[config.mk]
export PLATFORM = sky130hd
export DESIGN_NAME = affine_inverse_map_address_gen_core
export DESIGN_NICKNAME = d
export VERILOG_FILES = /design/src/rtl/core/aimag_pkg.sv /design/src/rtl/core/aimag_cfg.sv /design/src/rtl/core/aimag_pos.sv /design/src/rtl/core/aimag_bounds.sv /design/src/rtl/core/affine_inverse_map_address_gen_core.sv
export SDC_FILE = /design/constraint.sdc
export NUM_CORES = 1
export LEC_CHECK = 0
export BUFFER_PORTS_ARGS = -buffer_cell sky130_fd_sc_hd__buf_4
export CAP_MARGIN = 20
export CELL_PAD_IN_SITES_DETAIL_PLACEMENT = 1
export CELL_PAD_IN_SITES_GLOBAL_PLACEMENT = 1
export CORE_AREA = 2 2 253 255
export CTS_CLUSTER_DIAMETER = 40
export DETAILED_ROUTE_END_ITERATION = 10
export DIE_AREA = 0 0 255 257
export PLACE_DENSITY = 0.65
export SLEW_MARGIN = 10
export SYNTH_ARGS = -nofsm -noshare
export SYNTH_HDL_FRONTEND = slang
export SYNTH_HIERARCHICAL = 1
export SYNTH_SLANG_ARGS = --single-unit
[constraint.sdc]
create_clock -name clk -period 7 [get_ports clk]
set_clock_uncertainty 0.15 [all_clocks]
set_input_delay 0.7 -clock clk [delete_from_list [all_inputs] [get_ports clk]]
set_output_delay 0.7 -clock clk [all_outputs]
set_load 0.005 [all_outputs]
[src/rtl/core/aimag_pkg.sv]
`default_nettype none

package aimag_pkg;

	localparam int FRAC_BITS_DEF = 16;
	localparam int POS_W         = 32;
	localparam int DIM_W         = 15;
	localparam int REG_IDX_W     = 3;

	typedef enum logic [REG_IDX_W-1:0] {
		REG_STEP_X_PIXEL = 3'd0,
		REG_STEP_Y_PIXEL = 3'd1,
		REG_STEP_X_LINE  = 3'd2,
		REG_STEP_Y_LINE  = 3'd3,
		REG_ORIGIN_X     = 3'd4,
		REG_ORIGIN_Y     = 3'd5,
		REG_SRC_WIDTH    = 3'd6,
		REG_SRC_HEIGHT   = 3'd7
	} aimag_reg_e;

	typedef struct packed {
		logic frame_start;
		logic line_start;
	} aimag_in_t;

	typedef struct packed {
		logic [DIM_W-1:0] source_x;
		logic [DIM_W-1:0] source_y;
		logic             inside_res;
	} aimag_out_t;

	typedef struct packed {
		logic [POS_W-1:0] step_x_per_pixel;
		logic [POS_W-1:0] step_y_per_pixel;
		logic [POS_W-1:0] step_x_per_line;
		logic [POS_W-1:0] step_y_per_line;
		logic [POS_W-1:0] origin_x;
		logic [POS_W-1:0] origin_y;
		logic [DIM_W-1:0] source_width;
		logic [DIM_W-1:0] source_height;
	} aimag_cfg_t;

	typedef struct packed {
		logic [POS_W-1:0] x;
		logic [POS_W-1:0] y;
	} aimag_pos_t;

endpackage

`default_nettype wire

[src/rtl/core/aimag_cfg.sv]
`default_nettype none

module aimag_cfg #(
	parameter int FRAC_BITS = aimag_pkg::FRAC_BITS_DEF
) (
	input  wire logic                                 clk,
	input  wire logic                                 arst_n,
	input  wire logic                                 wr_en,
	input  wire logic [aimag_pkg::REG_IDX_W-1:0]      wr_index,
	input  wire logic [aimag_pkg::POS_W-1:0]          wr_data,
	output aimag_pkg::aimag_cfg_t                     cfg
);
	import aimag_pkg::*;

	localparam logic [POS_W-1:0] ONE_FX = POS_W'(1) << FRAC_BITS;

	aimag_cfg_t cfg_q;
	aimag_reg_e wr_reg;

	assign wr_reg = aimag_reg_e'(wr_index);
	assign cfg    = cfg_q;

	always_ff @(posedge clk or negedge arst_n) begin
		if (!arst_n) begin
			cfg_q.step_x_per_pixel <= ONE_FX;
			cfg_q.step_y_per_pixel <= '0;
			cfg_q.step_x_per_line  <= '0;
			cfg_q.step_y_per_line  <= ONE_FX;
			cfg_q.origin_x         <= '0;
			cfg_q.origin_y         <= '0;
			cfg_q.source_width     <= '0;
			cfg_q.source_height    <= '0;
		end else if (wr_en) begin
			unique case (wr_reg)
				REG_STEP_X_PIXEL: cfg_q.step_x_per_pixel <= wr_data;
				REG_STEP_Y_PIXEL: cfg_q.step_y_per_pixel <= wr_data;
				REG_STEP_X_LINE:  cfg_q.step_x_per_line  <= wr_data;
				REG_STEP_Y_LINE:  cfg_q.step_y_per_line  <= wr_data;
				REG_ORIGIN_X:     cfg_q.origin_x         <= wr_data;
				REG_ORIGIN_Y:     cfg_q.origin_y         <= wr_data;
				REG_SRC_WIDTH:    cfg_q.source_width     <= wr_data[DIM_W-1:0];
				REG_SRC_HEIGHT:   cfg_q.source_height    <= wr_data[DIM_W-1:0];
			endcase
		end
	end

endmodule

`default_nettype wire

[src/rtl/core/aimag_pos.sv]
`default_nettype none

module aimag_pos (
	input  wire logic                  clk,
	input  wire logic                  arst_n,
	input  wire aimag_pkg::aimag_cfg_t cfg,
	input  wire logic                  in_fire,
	input  wire aimag_pkg::aimag_in_t  pixel,
	input  wire logic                  take,
	output logic                       valid_s1,
	output aimag_pkg::aimag_pos_t      pos_s1
);
	import aimag_pkg::*;

	aimag_pos_t row_q;
	aimag_pos_t cur_q;
	aimag_pos_t row_nx;
	aimag_pos_t sel;
	aimag_pos_t cur_nx;

	// The position used for this pixel is picked first; the current position
	// then steps on from it.
	always_comb begin
		row_nx = row_q;
		sel    = cur_q;
		if (pixel.frame_start) begin
			row_nx.x = cfg.origin_x;
			row_nx.y = cfg.origin_y;
			sel      = row_nx;
		end else if (pixel.line_start) begin
			row_nx.x = row_q.x + cfg.step_x_per_line;
			row_nx.y = row_q.y + cfg.step_y_per_line;
			sel      = row_nx;
		end
		cur_nx.x = sel.x + cfg.step_x_per_pixel;
		cur_nx.y = sel.y + cfg.step_y_per_pixel;
	end

	always_ff @(posedge clk or negedge arst_n) begin
		if (!arst_n) begin
			row_q    <= '0;
			cur_q    <= '0;
			valid_s1 <= 1'b0;
		end else begin
			if (in_fire) begin
				row_q    <= row_nx;
				cur_q    <= cur_nx;
				valid_s1 <= 1'b1;
			end else if (take) begin
				valid_s1 <= 1'b0;
			end
		end
	end

	always_ff @(posedge clk) begin
		if (in_fire) begin
			pos_s1 <= sel;
		end
	end

endmodule

`default_nettype wire

[src/rtl/core/aimag_bounds.sv]
`default_nettype none

module aimag_bounds #(
	parameter int FRAC_BITS = aimag_pkg::FRAC_BITS_DEF
) (
	input  wire logic                  clk,
	input  wire logic                  arst_n,
	input  wire aimag_pkg::aimag_cfg_t cfg,
	input  wire logic                  valid_s1,
	input  wire aimag_pkg::aimag_pos_t pos_s1,
	output logic                       take,
	output logic                       addr_valid,
	input  wire logic                  addr_ready,
	output aimag_pkg::aimag_out_t      addr
);
	import aimag_pkg::*;

	logic [POS_W-1:0] lim_x;
	logic [POS_W-1:0] lim_y;
	aimag_out_t       res;

	// Limits are width and height in the fixed-point scale; a negative
	// position is a large unsigned value and falls outside.
	always_comb begin
		lim_x          = POS_W'(cfg.source_width) << FRAC_BITS;
		lim_y          = POS_W'(cfg.source_height) << FRAC_BITS;
		res.inside_res = (pos_s1.x < lim_x) && (pos_s1.y < lim_y);
		res.source_x   = '0;
		res.source_y   = '0;
		if (res.inside_res) begin
			res.source_x = DIM_W'(pos_s1.x >> FRAC_BITS);
			res.source_y = DIM_W'(pos_s1.y >> FRAC_BITS);
		end
	end

	assign take = !addr_valid || addr_ready;

	always_ff @(posedge clk or negedge arst_n) begin
		if (!arst_n) begin
			addr_valid <= 1'b0;
		end else if (take) begin
			addr_valid <= valid_s1;
		end
	end

	always_ff @(posedge clk) begin
		if (take && valid_s1) begin
			addr <= res;
		end
	end

endmodule

`default_nettype wire

[src/rtl/core/affine_inverse_map_address_gen_core.sv]
// Affine inverse-mapping address generator, nearest neighbor.
// The pixel channel (pixel_valid/pixel_ready/pixel) takes one transaction per
// destination pixel, flagged with frame_start and line_start. The addr channel
// (addr_valid/addr_ready/addr) returns one transaction per pixel, in order:
// the integer source column and row and an inside flag; outside pixels read
// as zero coordinates.
// A pixel accepted on the pixel channel is held in the position tracker
// register, then in the output register, which form a two-deep pipeline.
// Throughput: one pixel per clock while the receiver does not stall. The only
// serial path is the 32-bit row-step add feeding the pixel-step add.
// When the receiver stalls, the result holds in the output register and one
// more pixel may be accepted into the tracker stage; after that pixel_ready
// drops until addr_ready returns.
// Registers are written through wr_en/wr_index/wr_data with no wait; the user
// must write only while no transaction is in flight; the block does not check.
// Reset restores the register defaults (unit steps along x per pixel and y per
// line, zero origin and size), zeroes the positions and empties the pipeline.
`default_nettype none

module affine_inverse_map_address_gen_core #(
	parameter int FRAC_BITS = aimag_pkg::FRAC_BITS_DEF
) (
	input  wire logic                             clk,
	input  wire logic                             arst_n,
	input  wire logic                             wr_en,
	input  wire logic [aimag_pkg::REG_IDX_W-1:0]  wr_index,
	input  wire logic [aimag_pkg::POS_W-1:0]      wr_data,
	input  wire logic                             pixel_valid,
	output logic                                  pixel_ready,
	input  wire aimag_pkg::aimag_in_t             pixel,
	output logic                                  addr_valid,
	input  wire logic                             addr_ready,
	output aimag_pkg::aimag_out_t                 addr
);
	import aimag_pkg::*;

	aimag_cfg_t cfg;
	aimag_pos_t pos_s1;
	logic       valid_s1;
	logic       take;
	logic       in_fire;

	assign pixel_ready = !valid_s1 || take;
	assign in_fire     = pixel_valid && pixel_ready;

	aimag_cfg #(
		.FRAC_BITS (FRAC_BITS)
	) u_cfg (
		.clk      (clk),
		.arst_n   (arst_n),
		.wr_en    (wr_en),
		.wr_index (wr_index),
		.wr_data  (wr_data),
		.cfg      (cfg)
	);

	aimag_pos u_pos (
		.clk      (clk),
		.arst_n   (arst_n),
		.cfg      (cfg),
		.in_fire  (in_fire),
		.pixel    (pixel),
		.take     (take),
		.valid_s1 (valid_s1),
		.pos_s1   (pos_s1)
	);

	aimag_bounds #(
		.FRAC_BITS (FRAC_BITS)
	) u_bounds (
		.clk        (clk),
		.arst_n     (arst_n),
		.cfg        (cfg),
		.valid_s1   (valid_s1),
		.pos_s1     (pos_s1),
		.take       (take),
		.addr_valid (addr_valid),
		.addr_ready (addr_ready),
		.addr       (addr)
	);

endmodule

`default_nettype wire

==> flow_metrics.env <==
export IMPL_status="finished clean"
export IMPL_end_kind="flip-flop"
export IMPL_period_minus_slack_ns=6.04
export IMPL_cts_buffers=75
export IMPL_grt_pass1_wl_um=116000
export IMPL_routed_via_count=17889
export IMPL_seq_area_mm2=0.0107
export IMPL_cts_resized=0
export IMPL_cp_arrival_ns=6.39
export IMPL_use_met2_pct=36.5
export IMPL_fillers=6728
export IMPL_use_met3_pct=3.12
export IMPL_cts_max_path_buffers=3
export IMPL_power_total_mw=13.2
export IMPL_cap_violations=0
export IMPL_fin_crit_sh_pct=86.3
export IMPL_avgSynthCellArea_um2=10.9
export IMPL_die_width_um=255
export IMPL_worst_path_max_fanout=4
export IMPL_holdWs_ns=0.240
export IMPL_cts_sinks=415
export IMPL_drc_errors=0
export IMPL_antenna_left=0
export IMPL_powerDensity_mw_per_mm2=470
export IMPL_busiest_layer="met2"
export IMPL_htreeDepth=3
export IMPL_leakage_nw=12.5
export IMPL_timing_slew_headroom_pct=31.2
export IMPL_first_pass_iters=5
export IMPL_syn_inst=2200
export IMPL_tightest_slew_ns=1.03
export IMPL_maxSlewViolCount=0
export IMPL_grt_pass1_vias=19452
export IMPL_die_h_um=257
export IMPL_finalSetupViolCount=0
export IMPL_io_buffers=74
export IMPL_fin_cells=3196
export IMPL_multiInputGateArea_mm2=0.0127
export IMPL_antenna_found_initial=3
export IMPL_crit_chain="ha_1 -> inv_1 -> fa_1 -> nor2b_1 -> o31a_1 -> o311ai_1 -> a21oi_1 -> o211ai_1 -> nand2_1 -> xor2_1 -> mux2i_1 -> o21ai_0 -> ha_1 -> nand3_1 -> or2_1 -> or4b_1 -> o211ai_1 -> o2111ai_1 -> o211ai_1 -> a21oi_1 -> xor2_1 -> xnor2_1 -> mux2_4"
export IMPL_drt_iter0_drc=1119
export IMPL_dieArea_mm2=0.0655
export IMPL_cpPeakStageDelay_ns=0.60
export IMPL_coreArea_mm2=0.0627
export IMPL_drive_above_1_share_pct=21.8
export IMPL_critPathSlowestCell="o311ai_1"
export IMPL_netlist_area_mm2=0.0240
export IMPL_placed_area_mm2=0.0254
export IMPL_via_per_inst=5.60
export IMPL_initial_core_util_pct=38.3
export IMPL_max_clock_freq_ghz=0.165
export IMPL_crit_type="flip-flop to flip-flop"
export IMPL_hold_viol_final=0
export IMPL_grt_ovfl_total=0
export IMPL_cts_tree="yes"
export IMPL_finalNetCount=2495
export IMPL_vdd_drop_max_mv=0.187
export IMPL_grt_util_met1_pct=32.3
export IMPL_io_pins=75
export IMPL_cpMostUsedCell="o211ai_1"
export IMPL_clkLatencyLatePin_ns=0.63
export IMPL_rsz0062_at_grt="no"
export IMPL_dp_cells=3055
export IMPL_syn_nets=2408
export IMPL_startpoint_type="flip-flop"
export IMPL_wl_um=74200
export IMPL_drt_wirelength_per_cell_um=23.2
export IMPL_clkSlewWorstSetupHoldPaths_ns=0.06
export IMPL_hold_class="input port to flip-flop"
export IMPL_dp_hpwl_um=51200
export IMPL_floorplan_rows=92
export IMPL_grt_max_degree=156
export IMPL_yosys_warnings=6
export IMPL_finalInstanceArea_mm2=0.0280
export IMPL_fin_tns_setup_ns=0
export IMPL_cts_root_buffer="clkbuf_16"
export IMPL_grt_use_total_pct=23.0
export IMPL_areaGrowthSynthToFinish_pct=16.6
export IMPL_crit_required_ns=7.34
export IMPL_place_gp_congestion=0.853
worst paths after layout:
check	startpoint	to	slack, ns	cells past startpoint
max	u_cfg/cfg[126]	u_pos/cur_q[63]	0.96	23
min	wr_data[29]	u_cfg/cfg[187]	0.24	2
max reg2reg	u_cfg/cfg[126]	u_pos/cur_q[63]	0.96	23
min reg2reg	u_pos/row_q[10]	u_pos/row_q[10]	0.33	2
max in group asynchronous	arst_n	u_cfg/cfg[191]	4.74	3
min in group asynchronous	arst_n	u_pos/cur_q[12]	0.51	2
through the flow:
stage,setup slack [ns],utilization [%]
after floorplan,2.23,-
after global placement,1.36,40.5
after detailed placement,1.20,40.5
after CTS,1.04,44.6
after global routing,0.633,44.6
final,0.956,44.6
state kept, by name, summed over array words and instances, names as in the netlist:
register             count
u_cfg/cfg              222
u_pos/cur_q             64
u_pos/row_q             64
u_pos/pos_s1            32
u_bounds/addr           31
u_bounds/addr_valid      1
u_pos/valid_s1           1
layer usage:
metal  wire length [um]  up-vias
li1                   -     8214
met1              35600     9281
met2              34300      305
met3               2430       89
met4               1820        0
met5                  0        -
where the power goes:
part | total (mW) | leakage [nW] | switching (mW) | internal, mW
sequential | 3.71 | 4.85 | 0.483 | 3.23
combinational | 5.76 | 6.44 | 3.30 | 2.47
clock | 3.68 | 1.24 | 1.36 | 2.33
cell usage in the layout, fill, tap and decap left out, types with 37 or more instances in the layout:
cell type	n
a21o_1	70
a21oi_1	113
and2_1	43
buf_4	96
clkbuf_16	75
dfrtp_1	350
edfxtp_1	63
ha_1	162
inv_1	62
mux2_2	246
mux2i_1	53
nand2_1	190
nor2_1	86
o21ai_0	147
xnor2_1	61
xor2_1	37
worst max-delay path: cells and delay by family (launching register included):
kind | cells | cell delay (ns)
AO/OA/AOI/OAI | 9 | 2.36
AND/OR/NAND/NOR | 5 | 1.18
adder cells (fa/ha/maj) | 3 | 0.88
XOR/XNOR | 3 | 0.47
multiplexers | 2 | 0.44
flip-flops | 1 | 0.38
buffers and inverters | 1 | 0.08
cell type report:
| cell class | count | area share (%) |
|---|---|---|
| Clock inverter | 42 | 1.75 |
| Timing Repair Buffer | 99 | 2.73 |
| Tap cell | 846 | 3.78 |
| Sequential cell | 415 | 38.2 |
| Antenna cell | 1 | 0.00894 |
| Inverter | 63 | 0.844 |
| Clock buffer | 97 | 7.46 |
| Multi-Input combinational cell | 1633 | 45.2 |
timing repair:
| item | CTS | global route |
|---|---|---|
| endpoints found under the hold margin | 63 | 0 |
| setup buffers | 0 | 0 |
| hold buffers | 1 | 0 |
Power figures use the tool's default switching activity.
